### src/rtl/caim_pkg.sv
`default_nettype none

package caim_pkg;

  // Fixed field widths of the interface.
  localparam int CFG_W       = 16;
  localparam int CFG_IDX_W   = 2;
  localparam int REPORT_W    = 16;

  // Default coordinate width (unsigned Q12.4 pixels).
  localparam int COORD_BITS_DEF = 16;

  // Quotient bits of the clipped ratio (Q1.16 fraction).
  localparam int QUOT_BITS   = 16;

  // Reset values of the aim point registers.
  localparam logic [CFG_W-1:0] AIM_COL_RESET = 16'd5120;
  localparam logic [CFG_W-1:0] AIM_ROW_RESET = 16'd3840;

  // One in Q1.16 and the report full scale.
  localparam logic [QUOT_BITS:0] UNIT_Q     = 17'd65536;
  localparam int                 REPORT_FULL = 32767;

  // Configuration register indexes.
  typedef enum logic [CFG_IDX_W-1:0] {
    CFG_AIM_COL = 2'd0,
    CFG_AIM_ROW = 2'd1
  } caim_cfg_idx_t;

  // Special case flags that travel with an item through the divider.
  typedef struct packed {
    logic degen;
    logic u_zero;
    logic u_one;
    logic v_zero;
    logic v_one;
  } caim_flags_t;

endpackage

`default_nettype wire

### src/rtl/caim_report.sv
`default_nettype none

// Three stage back end: clipped ratio and offset, scale by full range,
// then truncation toward zero into the output register.
module caim_report (
  input  wire logic                               clk,
  input  wire logic                               rst_n,
  input  wire logic                               in_valid,
  output logic                                    in_ready,
  input  wire logic [caim_pkg::QUOT_BITS-1:0]     in_qu,
  input  wire logic [caim_pkg::QUOT_BITS-1:0]     in_qv,
  input  wire caim_pkg::caim_flags_t              in_flags,
  output logic                                    out_valid,
  input  wire logic                               out_ready,
  output logic signed [caim_pkg::REPORT_W-1:0]    out_report_x,
  output logic signed [caim_pkg::REPORT_W-1:0]    out_report_y,
  output logic                                    out_degenerate
);
  import caim_pkg::*;

  localparam int NSTG  = 3;
  localparam int W_W   = QUOT_BITS + 1;
  localparam int S_W   = QUOT_BITS + 2;
  localparam int SW_W  = QUOT_BITS + 3;
  localparam int P_W   = 2 * QUOT_BITS + 1;
  localparam int SHIFT = $clog2(REPORT_FULL + 1);

  logic [NSTG-1:0] v_r;
  logic [NSTG:0]   en;
  logic [NSTG-1:0] v_in;

  assign en[NSTG] = out_ready;
  for (genvar k = 0; k < NSTG; k++) begin : g_en
    assign en[k] = !v_r[k] || en[k+1];
  end
  assign v_in = {v_r[NSTG-2:0], in_valid};

  always_ff @(posedge clk) begin
    if (!rst_n) begin
      v_r <= '0;
    end else begin
      for (int k = 0; k < NSTG; k++) begin
        if (en[k]) begin
          v_r[k] <= v_in[k];
        end
      end
    end
  end

  assign in_ready  = en[0];
  assign out_valid = v_r[NSTG-1];

  // Stage 1: pick the clipped ratio and form 2w - 1 in Q1.16.
  logic [W_W-1:0]         wu, wv;
  logic signed [SW_W-1:0] su_wide, sv_wide;
  logic signed [S_W-1:0]  su_r, sv_r;
  logic                   dg1_r;

  always_comb begin
    if (in_flags.degen || in_flags.u_zero) begin
      wu = '0;
    end else if (in_flags.u_one) begin
      wu = UNIT_Q;
    end else begin
      wu = {1'b0, in_qu};
    end
    if (in_flags.degen || in_flags.v_zero) begin
      wv = '0;
    end else if (in_flags.v_one) begin
      wv = UNIT_Q;
    end else begin
      wv = {1'b0, in_qv};
    end
    su_wide = $signed({1'b0, wu, 1'b0}) - $signed({2'b00, UNIT_Q});
    sv_wide = $signed({1'b0, wv, 1'b0}) - $signed({2'b00, UNIT_Q});
  end

  always_ff @(posedge clk) begin
    if (en[0]) begin
      su_r  <= su_wide[S_W-1:0];
      sv_r  <= sv_wide[S_W-1:0];
      dg1_r <= in_flags.degen;
    end
  end

  // Stage 2: multiply by the full scale as a shift and subtract.
  logic signed [P_W-1:0] pu_r, pv_r;
  logic                  dg2_r;

  always_ff @(posedge clk) begin
    if (en[1]) begin
      pu_r  <= (P_W'(su_r) <<< SHIFT) - P_W'(su_r);
      pv_r  <= (P_W'(sv_r) <<< SHIFT) - P_W'(sv_r);
      dg2_r <= dg1_r;
    end
  end

  // Stage 3: divide by one in Q1.16, rounding negative values toward zero.
  logic signed [P_W-1:0] pu_b, pv_b;
  logic signed [P_W-1:0] bias;

  assign bias = P_W'(UNIT_Q) - P_W'(1);

  always_comb begin
    pu_b = pu_r + (pu_r[P_W-1] ? bias : '0);
    pv_b = pv_r + (pv_r[P_W-1] ? bias : '0);
  end

  always_ff @(posedge clk) begin
    if (en[2]) begin
      out_report_x   <= pu_b[QUOT_BITS +: REPORT_W];
      out_report_y   <= pv_b[QUOT_BITS +: REPORT_W];
      out_degenerate <= dg2_r;
    end
  end

endmodule

`default_nettype wire

### config.mk
export PLATFORM = sky130hd
export DESIGN_NAME = caim_report
export DESIGN_NICKNAME = d
export VERILOG_FILES = /design/src/rtl/caim_pkg.sv /design/src/rtl/caim_report.sv
export SDC_FILE = /design/constraint.sdc
export NUM_CORES = 1
export LEC_CHECK = 0
export ABC_AREA = 1
export BUFFER_PORTS_ARGS = -buffer_cell sky130_fd_sc_hd__buf_2
export CAP_MARGIN = 20
export CORE_UTILIZATION = 60
export DETAILED_ROUTE_END_ITERATION = 12
export GPL_TIMING_DRIVEN = 0
export PLACE_DENSITY = 0.82
export SYNTH_ARGS = -nofsm -noshare
export SYNTH_HDL_FRONTEND = slang
export SYNTH_SLANG_ARGS = --single-unit
### constraint.sdc
create_clock -name clk -period 3.75 [get_ports clk]
set_input_delay 0.375 -clock clk [delete_from_list [all_inputs] [get_ports clk]]
set_output_delay 0.375 -clock clk [all_outputs]
set_load 0.005 [all_outputs]
# After elaboration in Yosys (flattened, before gate mapping)
# Index checks and enable logic that the tools add are counted.
totals:
  ff_bits: 140
  latchBits: 0
  ram_bits: 0
  rom_bits: 0
  n_memories: 0
classes:
  add_sub_neg: 6
  n_mul: 0
  n_div: 0
  magnitude_cmp: 0
  n_eq_ne: 0
  shifts: 0
  muxes: 6
  n_bitwise: 0
  n_reduce_logical: 8
ops:
  columns: ["cell", "n"]
  rows:
  - ["$mux W17", 4]
  - ["$sub A33 B18 Y33", 2]
  - ["$add A32 B16 Y32", 2]
  - ["$sub A18 B17 Y18 const B", 2]
  - ["$mux W16", 2]
  - ["$logic_or A1 B1 Y1", 5]
  - ["$logic_not A1 Y1", 3]

# Logic depth before layout (Yosys ltp)
logic_depth:
  word_depth: 4
  depth_mapped: 12
  ltp_nobuf: 12

# Worst setup path before layout
# No wires, ideal clock.
synth_timing:
  path_type: "input-to-reg"
  start: "in out_ready"
  end: "reg dg2_r, enable pin"
  arrival_time_ns: 2.627
  required_time_ns: 3.331
  setup_slack_ns: 0.704
  path_stages: 4
  path_cell_list: "inv_1 nand2_1 nor2_1 inv_1"
synth_via:
  elab_chain_len: 2
synth_lines:
  columns: ["item", "line", "text"]
  rows:
  - ["start: declaration", "caim_report.sv:14", "input wire logic out_ready,"]
  - ["$logic_or A1 B1 Y1", "caim_report.sv:34", "assign en[k] = !v_r[k] || en[k+1];"]
  - ["via en[2]", "caim_report.sv:29", "logic [NSTG:0] en;"]
  - ["$logic_or A1 B1 Y1", "caim_report.sv:34", null]
  - ["via en[1]", "caim_report.sv:29", null]
  - ["end signal: assignment", "caim_report.sv:94", "dg2_r <= dg1_r;"]
  - ["end: declaration", "caim_report.sv:88", "logic dg2_r;"]
# The timed path passes the listed nets, and every way through them passes these cells.
# A chain may end at the register's enable or synchronous reset.

# Worst setup path after layout
layout_timing:
  start: "reg v_r[2]"
  end: "out in_ready"
layout_via:
  elab_chain_len: 4
layout_lines:
  columns: ["item", "line", "text"]
  rows:
  - ["start: declaration", "caim_report.sv:28", "logic [NSTG-1:0] v_r;"]
  - ["start signal: indexed assignment", "caim_report.sv:44", "v_r[k] <= v_in[k];"]
  - ["$logic_not A1 Y1", "caim_report.sv:34", null]
  - ["$logic_or A1 B1 Y1", "caim_report.sv:34", null]
  - ["via en[2]", "caim_report.sv:29", null]
  - ["$logic_or A1 B1 Y1 (2 in a row)", "caim_report.sv:34", null]
  - ["end: declaration", "caim_report.sv:9", "output logic in_ready,"]
# The timed path passes the listed nets, and every way through them passes these cells.

==> flow_summary.json <==
{
  "status": "finished clean",
  "syn_area_per_cell_um2": 7.09,
  "grt_usage_pct": 28.8,
  "synth_cell_types": 28,
  "rsz0062_at_grt": "no",
  "cts.hold.buffers_added": 0,
  "std_cell_rows": 47,
  "first_pass_iters": 5,
  "critPathLaunchType": "register",
  "clk_latency_ns": 0.43,
  "synth_nets": 1547,
  "crit_family": "simple AND/OR/NAND/NOR gates",
  "grt_max_degree": 39,
  "post-route-cell-area_um2": 11600,
  "grtUsageMet2_pct": 46.2,
  "cpMostUsedCell": "nand2_1",
  "ys_seq_area_share_pct": 39.6,
  "hold_ws_ns": 0.149,
  "viasPerCell": 5.22,
  "cts_root_buf": "clkbuf_16",
  "clock_skew_ns": 0.00802,
  "synth_area_um2": 10200,
  "worstPathRequired_ns": 3.38,
  "place.gp.congestion": 0.952,
  "drv_cap": 0,
  "min_period_ns": 2.99,
  "postRouteAntennaNets": 0,
  "slew_viol_final": 0,
  "final_nets": 1644,
  "worst_setup_path_end_kind": "output port",
  "path_buf_inv": 1,
  "core-area_um2": 16600,
  "vias": 9263,
  "slew_headroom_pct": 37.3,
  "arrival_ns": 2.61,
  "numCtsBuffers": 17,
  "cts.clk_slew.worst_paths_ns": 0.07,
  "hold_class": "input port to register",
  "wl_per_cell_um": 13.4,
  "grt_pass1_wl_mm": 40.1,
  "hpwlAfterDp_mm": 19.2,
  "cts_tree": "done",
  "grt_util_met3_pct": 4.18,
  "n_antenna_cell": 0,
  "dieArea_um2": 17600,
  "ys_warn_count": 0,
  "ctsResizeCount": 0,
  "hold_viol_final": 0,
  "path_cells": "nand2_1 -> nor2_1 -> nand2_1 -> buf_2",
  "clock.fmax_ghz": 0.335,
  "cts_sinks": 136,
  "grt-busiest-layer": "met2",
  "met1_usage_pct": 40.3,
  "die_y_um": 133,
  "wl_mm": 23.7,
  "grt_pass1_vias": 8635,
  "place_area_um2": 11000,
  "path_class": "register to output port",
  "gr-total-overflow": 0,
  "crit_fanout": 19,
  "die_x_um": 133,
  "synth-seq-cells": 136,
  "cpPeakStageDelay_ns": 0.57,
  "portBuffers": 75,
  "drive_gt1_share_pct": 8.56,
  "antenna_found_initial": 0,
  "finalSetupViolCount": 0,
  "power.density_nw_per_um2": 405,
  "ir_worst_vdd_v": 0.000396,
  "syn_inst": 1444,
  "drcViolationCount": 0,
  "clockBufferDepth": 2,
  "finalCritPeriodShare_pct": 79.7,
  "cts_setup_buffers": 0,
  "area_growth_pct": 13.0,
  "cts.htree.levels": 4,
  "worstMarginPinSlew_ns": 0.938,
  "drtIter0Drc": 776,
  "start_util_pct": 61.5,
  "io_pins": 76,
  "critPathSlowestCell": "nand2_1",
  "p_leak_nw": 6.21
}
-- flip-flops by register name, summed over array words and instances (netlist names) --
signal,count
pu_r,32
out_degenerate,1
dg2_r,1
out_report_x,16
sv_r,17
dg1_r,1
out_report_y,16
v_r,3
su_r,17
pv_r,32
-- path summary, 6_finish.rpt --
kind                     from       end  slack (ns)  depth (start not counted)
hold / removal    in_flags[4]     dg1_r        0.15                          1
hold reg to reg         dg1_r     dg2_r        0.41                          0
setup reg to reg       v_r[2]   sv_r[6]        1.27                          4
setup / recovery       v_r[2]  in_ready        0.76                          4
-- per-layer routing --
layer  routed length [um]  share of wire (%)
met2                10600                 45
met5                    0                  0
met1                11400                 48
met4                  390                1.6
met3                 1360                5.7
-- kinds of logic (layout without fill, tap and decap cells) --
kind of cell / after synthesis / after routing / synth area share (%)
flops: 136 / 136 / 39.6
compound gates: 101 / 101 / 5.23
simple gates: 832 / 832 / 34.0
buf+inv: 269 / 379 / 9.86
xor+xnor: 44 / 44 / 3.76
fa+ha+maj: 62 / 62 / 7.58
-- Yosys cell counts --
cell,count,area (um2)
nand4_1,20,125
nand2_1,475,1780
dfxtp_1,3,60.1
inv_2,2,7.51
xor2_1,38,333
or2_1,3,18.8
nor3_2,2,20.0
o21bai_1,9,67.6
nor2_1,179,672
nor2_4,3,33.8
and2_1,4,25.0
nand3_1,99,495
o21ai_0,25,125
nor2_2,7,43.8
nand2_4,1,11.3
o21a_1,3,22.5
nor3_1,23,115
nor3_4,2,32.5
buf_1,2,7.51
inv_1,265,995
xnor2_1,6,52.6
ha_1,62,776
nand2_2,4,25.0
nor4_1,3,18.8
a21oi_1,64,320
nor3b_2,1,12.5
edfxtp_1,133,3990
nand3b_1,6,45.0
-- cell type report --
cell class,count,area (um2)
Timing Repair Buffer,78,450
Tap cell,220,275
Fill cell,1383,5070
Inverter,267,1000
Clock buffer,17,425
Multi-Input combinational cell,1039,5170
Clock inverter,15,179
Buffer,2,7.51
Sequential cell,136,4050
-- cell usage in the layout (no fill, tap or decap), types with 3 or more instances in the layout --
master / count
xor2_1: 38
nand2_1: 475
dfxtp_1: 3
nor4_1: 3
clkbuf_16: 17
buf_2: 75
inv_2: 3
inv_1: 264
or2_1: 3
nor2_2: 7
a21oi_1: 64
and2_1: 4
xnor2_1: 6
nand3b_1: 6
o21ai_0: 25
ha_1: 62
o21a_1: 3
nor3_1: 23
inv_8: 5
nand4_1: 20
nand2_2: 4
o21bai_1: 9
nand3_1: 99
nor2_4: 3
edfxtp_1: 133
inv_6: 5
nor2_1: 179
-- power breakdown --
group / internal [W] / switching, W / total [W]
logic: 0.000360 / 0.000648 / 0.00101
registers: 0.00185 / 0.000112 / 0.00196
clock network: 0.000956 / 0.000759 / 0.00172
-- per-stage QoR --
stage / power, W / setup WS [ns] / utilization (%) / instances / setup TNS (ns)
3_5_place_dp: 0.00298 / 0.972 / 65.9 / 1742 / 0
4_1_cts: 0.00469 / 0.701 / 69.5 / 1774 / 0
6_report: 0.00468 / 0.763 / 69.5 / 1774 / 0
3_3_place_gp: 0.00294 / -0.128 / 65.4 / 1739 / -8.07
5_1_grt: 0.00492 / 0.450 / 69.5 / 1774 / 0
2_1_floorplan: 0.00267 / 0.704 / - / 1444 / 0
(Power assumes the default switching activity.)
