$ cat src/rtl/caim_pkg.sv
`default_nettype none

package caim_pkg;

  // Fixed field widths of the interface.
  localparam int CFG_W       = 16;
  localparam int CFG_IDX_W   = 2;
  localparam int REPORT_W    = 16;

  // Default coordinate width (unsigned Q12.4 pixels).
  localparam int COORD_BITS_DEF = 16;

  // Quotient bits of the clipped ratio (Q1.16 fraction).
  localparam int QUOT_BITS   = 16;

  // Reset values of the aim point registers.
  localparam logic [CFG_W-1:0] AIM_COL_RESET = 16'd5120;
  localparam logic [CFG_W-1:0] AIM_ROW_RESET = 16'd3840;

  // One in Q1.16 and the report full scale.
  localparam logic [QUOT_BITS:0] UNIT_Q     = 17'd65536;
  localparam int                 REPORT_FULL = 32767;

  // Configuration register indexes.
  typedef enum logic [CFG_IDX_W-1:0] {
    CFG_AIM_COL = 2'd0,
    CFG_AIM_ROW = 2'd1
  } caim_cfg_idx_t;

  // Special case flags that travel with an item through the divider.
  typedef struct packed {
    logic degen;
    logic u_zero;
    logic u_one;
    logic v_zero;
    logic v_one;
  } caim_flags_t;

endpackage

`default_nettype wire

$ cat src/rtl/caim_divider.sv
`default_nettype none

// Pipelined restoring divider: one quotient bit per stage, u and v side by
// side over a shared divisor. The flags ride along unchanged.
module caim_divider #(
  parameter int MAG_W = 2 * caim_pkg::COORD_BITS_DEF + 1
) (
  input  wire logic                          clk,
  input  wire logic                          rst_n,
  input  wire logic                          in_valid,
  output logic                               in_ready,
  input  wire logic [MAG_W-1:0]              in_dmag,
  input  wire logic [MAG_W-1:0]              in_umag,
  input  wire logic [MAG_W-1:0]              in_vmag,
  input  wire caim_pkg::caim_flags_t         in_flags,
  output logic                               out_valid,
  input  wire logic                          out_ready,
  output logic [caim_pkg::QUOT_BITS-1:0]     out_qu,
  output logic [caim_pkg::QUOT_BITS-1:0]     out_qv,
  output caim_pkg::caim_flags_t              out_flags
);
  import caim_pkg::*;

  localparam int NSTG = QUOT_BITS;

  logic [NSTG-1:0] v_r;
  logic [NSTG:0]   en;
  logic [NSTG-1:0] v_in;

  // Bubble-collapsing handshake along the stages.
  assign en[NSTG] = out_ready;
  for (genvar k = 0; k < NSTG; k++) begin : g_en
    assign en[k] = !v_r[k] || en[k+1];
  end
  assign v_in = {v_r[NSTG-2:0], in_valid};

  always_ff @(posedge clk) begin
    if (!rst_n) begin
      v_r <= '0;
    end else begin
      for (int k = 0; k < NSTG; k++) begin
        if (en[k]) begin
          v_r[k] <= v_in[k];
        end
      end
    end
  end

  assign in_ready  = en[0];
  assign out_valid = v_r[NSTG-1];

  logic [MAG_W-1:0]     ru_r [NSTG];
  logic [MAG_W-1:0]     rv_r [NSTG];
  logic [MAG_W-1:0]     dd_r [NSTG];
  logic [NSTG-1:0]      qu_r [NSTG];
  logic [NSTG-1:0]      qv_r [NSTG];
  caim_flags_t          fl_r [NSTG];

  for (genvar k = 0; k < NSTG; k++) begin : g_step
    logic [MAG_W-1:0] ru_in, rv_in, dd_in;
    logic [NSTG-1:0]  qu_in, qv_in;
    caim_flags_t      fl_in;
    logic [MAG_W:0]   u_sh, v_sh, d_ext, u_dif, v_dif;
    logic             u_ge, v_ge;

    if (k == 0) begin : g_first
      assign ru_in = in_umag;
      assign rv_in = in_vmag;
      assign dd_in = in_dmag;
      assign qu_in = '0;
      assign qv_in = '0;
      assign fl_in = in_flags;
    end else begin : g_next
      assign ru_in = ru_r[k-1];
      assign rv_in = rv_r[k-1];
      assign dd_in = dd_r[k-1];
      assign qu_in = qu_r[k-1];
      assign qv_in = qv_r[k-1];
      assign fl_in = fl_r[k-1];
    end

    // Shift the partial remainder and try to subtract the divisor.
    assign u_sh  = {ru_in, 1'b0};
    assign v_sh  = {rv_in, 1'b0};
    assign d_ext = {1'b0, dd_in};
    assign u_ge  = (u_sh >= d_ext);
    assign v_ge  = (v_sh >= d_ext);
    assign u_dif = u_sh - d_ext;
    assign v_dif = v_sh - d_ext;

    always_ff @(posedge clk) begin
      if (en[k]) begin
        ru_r[k] <= u_ge ? u_dif[MAG_W-1:0] : u_sh[MAG_W-1:0];
        rv_r[k] <= v_ge ? v_dif[MAG_W-1:0] : v_sh[MAG_W-1:0];
        dd_r[k] <= dd_in;
        qu_r[k] <= {qu_in[NSTG-2:0], u_ge};
        qv_r[k] <= {qv_in[NSTG-2:0], v_ge};
        fl_r[k] <= fl_in;
      end
    end
  end

  assign out_qu    = qu_r[NSTG-1];
  assign out_qv    = qv_r[NSTG-1];
  assign out_flags = fl_r[NSTG-1];

`ifndef SYNTHESIS
  // Where the quotient is used, the remainder stays below the divisor.
  for (genvar k = 0; k < NSTG; k++) begin : g_chk
    a_rem_below_div: assert property (@(posedge clk) disable iff (!rst_n)
      v_r[k] |->
        (fl_r[k].degen || fl_r[k].u_zero || fl_r[k].u_one || (ru_r[k] < dd_r[k])) &&
        (fl_r[k].degen || fl_r[k].v_zero || fl_r[k].v_one || (rv_r[k] < dd_r[k])))
      else $error("divider remainder not below divisor");
  end
`endif

endmodule

`default_nettype wire

$ cat config.mk
export PLATFORM = sky130hd
export DESIGN_NAME = caim_divider
export DESIGN_NICKNAME = d
export VERILOG_FILES = /design/src/rtl/caim_pkg.sv /design/src/rtl/caim_divider.sv
export SDC_FILE = /design/constraint.sdc
export NUM_CORES = 2
export LEC_CHECK = 0
export ABC_CLOCK_PERIOD_IN_PS = 17000
export BUFFER_PORTS_ARGS = -buffer_cell sky130_fd_sc_hd__buf_2
export CORE_ASPECT_RATIO = 0.9
export CORE_MARGIN = 10
export CORE_UTILIZATION = 56
export DETAILED_ROUTE_END_ITERATION = 10
export PLACE_DENSITY_LB_ADDON = 0.08
export SLEW_MARGIN = 15
export SYNTH_ARGS = -nofsm -noshare
export SYNTH_HDL_FRONTEND = slang
export SYNTH_SLANG_ARGS = --single-unit
export TNS_END_PERCENT = 100
$ cat constraint.sdc
create_clock -name clk -period 17 [get_ports clk]
set_input_delay 3.4 -clock clk [delete_from_list [all_inputs] [get_ports clk]]
set_output_delay 3.4 -clock clk [all_outputs]
set_load 0.005 [all_outputs]
### Word-level counts from Yosys, hierarchy flattened

Memories as Yosys holds them, arrays and structs flattened.
Cells that the tools add are included.

* register bits after elaboration: 16
* memory bits (writable): 2176
* input bits: 108
* output and inout bits: 39
* logic and storage cells: 182
* memories: 6

Memory list
* dd_r: depth 16, width 33, read ports 15, clocked after memory_dff 0, wr ports 16, line caim_divider.sv:54 `logic [MAG_W-1:0] dd_r [NSTG];`
* ru_r: depth 16, width 33, read ports 15, clocked after memory_dff 0, wr ports 16, line caim_divider.sv:52 `logic [MAG_W-1:0] ru_r [NSTG];`
* rv_r: depth 16, width 33, read ports 15, clocked after memory_dff 0, wr ports 16, line caim_divider.sv:53 `logic [MAG_W-1:0] rv_r [NSTG];`
* qu_r: depth 16, width 16, read ports 16, clocked after memory_dff 0, wr ports 16, line caim_divider.sv:55 `logic [NSTG-1:0] qu_r [NSTG];`
* qv_r: depth 16, width 16, read ports 16, clocked after memory_dff 0, wr ports 16, line caim_divider.sv:56 `logic [NSTG-1:0] qv_r [NSTG];`
* fl_r: depth 16, width 5, read ports 16, clocked after memory_dff 0, wr ports 16, line caim_divider.sv:57 `caim_flags_t fl_r [NSTG];`

* add/subtract/negate cells: 32
* magnitude comparators: 32
* muxes and demuxes: 64
* reduce and logical (&&, ||, !) cells: 32

Operators by type and width (count)
* $ge 34x33->1: 32
* $mux 33: 32
* $sub 33x33->33: 32
* $mux 1: 32
* $logic_not 1->1: 16
* $logic_or 1x1->1: 16

### Logic depth before layout (Yosys ltp)

* word-level depth: 19
* mapped depth: 17
* mapped depth without buffers: 14

### Worst setup path after synthesis

Ideal clock, no wire load.

* path kind: input to output
* start point: input port out_ready
* end point: output port in_ready
* arrival time: 7.955 ns
* data required time: 13.600 ns
* slack: 5.645 ns
* cell stages on the path: 10
* path buffers: 0
* path through: nor2b_1 -> inv_1 -> nor2_1 -> and2_1 -> and3_1 -> and3_1 -> and3_1 -> and2_1 -> and3_1 -> nand2_1

* longest elaborated chain between the ends: 16

RTL lines
* start, declared: line caim_divider.sv:17 `input wire logic out_ready,`
* $logic_or 1x1->1: line caim_divider.sv:33 `assign en[k] = !v_r[k] || en[k+1];`
* named net en[15]: line caim_divider.sv:27 `logic [NSTG:0] en;`
* $logic_or 1x1->1 (15 in series): line caim_divider.sv:33
* end, declared: line caim_divider.sv:11 `output logic in_ready,`

The timed path passes the listed nets, and every way through them passes these cells.

### Worst setup path after layout

Same ends and word-level chain as after synthesis.

==> impl_metrics.yaml <==
cts:
  cts_resized: 0
  cts_inserted_buffers: 193
  cts_buffer_depth: 3
  cts_tree: "built"
  clkSinkCount: 1853
  cts_root_buffer: "clkbuf_16"
  path_clk_slew_ps: 60
  holdBufCountCts: 0
  htree_levels: 4
  postCtsSetupBuffers: 0
  clock_latency_ps: 870
detailed_routing:
  drt_iter0_markers: 10800
  route.met3.wl_um: 42300
  via_per_inst: 6.24
  wl_per_cell_um: 24.8
  vias: 89200
  maxUsedRoutingLayer: "met5"
  wl_um: 354000
  remaining_drc_errors: 0
  met1_length_um: 166000
  dr.pass1.iters: 6
  dr_wl_met2_um: 138000
  drtAntennaViolNets: 0
global_route:
  overflow: 0
  grt_max_degree: 89
  antenna_found_initial: 32
  grt_pass1_vias: 82500
  grt_pass1_wl_um: 521000
  grt_usage_pct: 29.5
die:
  rows: 160
  coreArea_um2: 211000
  start_util_pct: 56.1
  die_w_um: 505
  die_height_um: 456
  die-area_um2: 230000
  io_pins: 147
synthesis:
  ys.warnings.count: 0
  synth_cell_types: 95
  syn_avg_cell_area_um2: 10.6
  syn_nets: 12400
  synth_edf_count: 1837
  ys_async_sr_fraction_pct: 0
  synthFlopType: "edfxtp_1"
  synth_area_um2: 118000
  synth_seq_area_share_pct: 46.9
  syn_inst: 11200
  ys_ff_latch: 1853
timing:
  finalCriticalPeriod_ps: 10680
  setup-tns-final_ps: 0
  worst_slew_pin_slew_ps: 1250
  finalMaxSlewViolations: 0
  timing.hold.ws_ps: 403
  maxSlewHeadroom_pct: 16.3
  final-setup-viol-count: 0
  finalCritPeriodShare_pct: 62.8
  skew_ps: 72.5
  fmax_mhz: 93.7
  hold_viol: 0
  rsz0062_at_grt: "false"
flow_run:
  drv_cap: 0
placement:
  placed_cells: 13900
  port_buffers: 146
  dp.final_hpwl_um: 288000
  gp_congestion: 1.01
  dpl_cell_area_um2: 122000
worst_setup_path:
  crit_chain: "buf_2 > nor2b_1 > inv_2 > nor2_1 > and2_1 > and3_1 > and3_1 > and3_1 > and2_1 > and3_1 > nand2_4 > buf_2"
  path_buf_inv: 3
  crit_fanout: 38
  endpoint_kind: "output pin"
  startpoint_type: "input port"
  slowest_delay_ps: 470
  cp.arrival_ps: 7280
  worst-setup-path-type: "in -> out"
  required_ps: 13600
  critPathTopFamily: "simple AND/OR/NAND/NOR gates"
  timing.critical_path.mode_cell: "and3_1"
  worst_path_max_delay_cell: "inv_2"
power:
  p_clk_share_pct: 15.9
  p_leak_nw: 53.8
  power.switching_mw: 11.7
  intPower_mw: 15.9
  p_seq_share_pct: 32.6
  switching_share_pct: 42.3
  comb_power_share_pct: 51.5
  cellPowerDensity_nw_per_um2: 214
  max-vdd-ir-drop_mv: 0.161
cells_and_area:
  nets: 12500
  drive_above_1_share_pct: 8.42
  final_cells: 14300
  num-fill-cells: 17300
  stdcell_area_um2: 129000
  syn_to_final_growth_pct: 8.83
status:
  outcome: "finished, final reports clean"
min_path:
  hold_path.class: "reg -> reg"
layout make-up:
type / count / area, µm² / area share (%)
multi-input cells: 8256 / 59000 / 45.8
flip-flops and latches: 1853 / 55500 / 43.1
clock buffers: 221 / 4930 / 3.83
well taps: 2835 / 3550 / 2.75
inverters: 800 / 3030 / 2.35
clock inverters: 134 / 1730 / 1.34
repair buffers: 196 / 1110 / 0.859
diodes: 10 / 25.0 / 0.0194
through the flow:
step	total power, mW	setup slack (ps)	utilization, %
global placement	22.5	6370	57.9
detailed placement	22.7	6330	57.9
CTS	27.3	6290	61.1
finish	27.6	6320	61.1
global route	29.2	6030	61.1
floorplan	18.5	5640	-
sequential cells by signal (all words and copies together) (netlist names):
register  cells
dd_r        495
qv_r        136
qu_r        136
ru_r        495
v_r          16
rv_r        495
fl_r         80
power groups by stage:
stage	Clock, mW	Sequential [mW]	Combinational, mW
2_1_floorplan	0	8.07	10.4
3_3_place_gp	0	8.93	13.5
3_5_place_dp	0	8.95	13.8
4_1_cts	4.45	8.89	13.9
5_1_grt	4.64	9.06	15.5
6_report	4.38	8.99	14.2
cells in the mapped netlist, types with 175 or more instances:
library cell,instances,area [µm²]
xor2_1,324,2840
a21o_1,515,3870
nand2_1,784,2940
ha_1,1054,13200
xnor2_1,509,4460
nand3_1,175,876
mux2_2,360,4050
a21oi_1,1077,5390
clkbuf_1,208,781
edfxtp_1,1837,55200
o21ai_0,775,3880
nor2_1,749,2810
inv_1,799,3000
worst paths after layout:
check | startpoint | end | slack, ps | cells past startpoint
setup / recovery | out_ready | in_ready | 6320 | 12
hold / removal | dd_r[0][96]$_DFFE_PP_ | dd_r[0][129]$_DFFE_PP_ | 400 | 0
setup reg to reg | dd_r[0][3]$_DFFE_PP_ | rv_r[0][64]$_DFFE_PP_ | 11360 | 13
hold reg to reg | dd_r[0][96]$_DFFE_PP_ | dd_r[0][129]$_DFFE_PP_ | 400 | 0
placed cells by master, fill, tap and decap left out, types with 29 or more instances in the layout:
cell type / netlist / final
o21ai_0: 775 / 774
inv_1: 799 / 790
edfxtp_1: 1837 / 1837
nand4_1: 158 / 158
nor3_1: 116 / 116
clkinv_1: 0 / 31
xnor2_1: 509 / 509
a21oi_1: 1077 / 1075
a21boi_0: 32 / 32
xor2_1: 324 / 324
nand2b_1: 147 / 147
a211oi_1: 92 / 92
o21a_1: 161 / 161
o31a_1: 40 / 39
fa_1: 30 / 30
ha_1: 1054 / 1054
nand2_1: 784 / 777
buf_2: 32 / 146
buf_4: 9 / 50
o21bai_1: 117 / 116
and2_1: 57 / 57
nor2b_1: 151 / 151
or3_1: 52 / 52
nor2_1: 749 / 747
nor4_1: 37 / 36
a21o_1: 515 / 514
a221oi_1: 29 / 29
nand3_1: 175 / 175
o211ai_1: 36 / 36
o31ai_1: 54 / 54
and3_1: 76 / 76
clkbuf_16: 0 / 193
mux2_2: 360 / 360
a31oi_1: 94 / 89
logic make-up after synthesis:
logic type               Yosys count  synth area share (%)
AO/OA/AOI/OAI                   3323                  17.5
XOR/XNOR                         833                  6.16
adder cells (fa/ha/maj)         1084                  11.6
buffers and inverters           1078                  3.53
flip-flops                      1853                  46.9
multiplexers                     410                  3.91
AND/OR/NAND/NOR                 2606                  10.4
layer usage:
metal  track usage [%]  vias to the layer above
met5             0.622                        -
met2              39.9                     3882
li1                  -                    41700
met1              45.3                    43100
met3              9.92                      525
met4              6.47                       12
(Power assumes the default switching activity.)
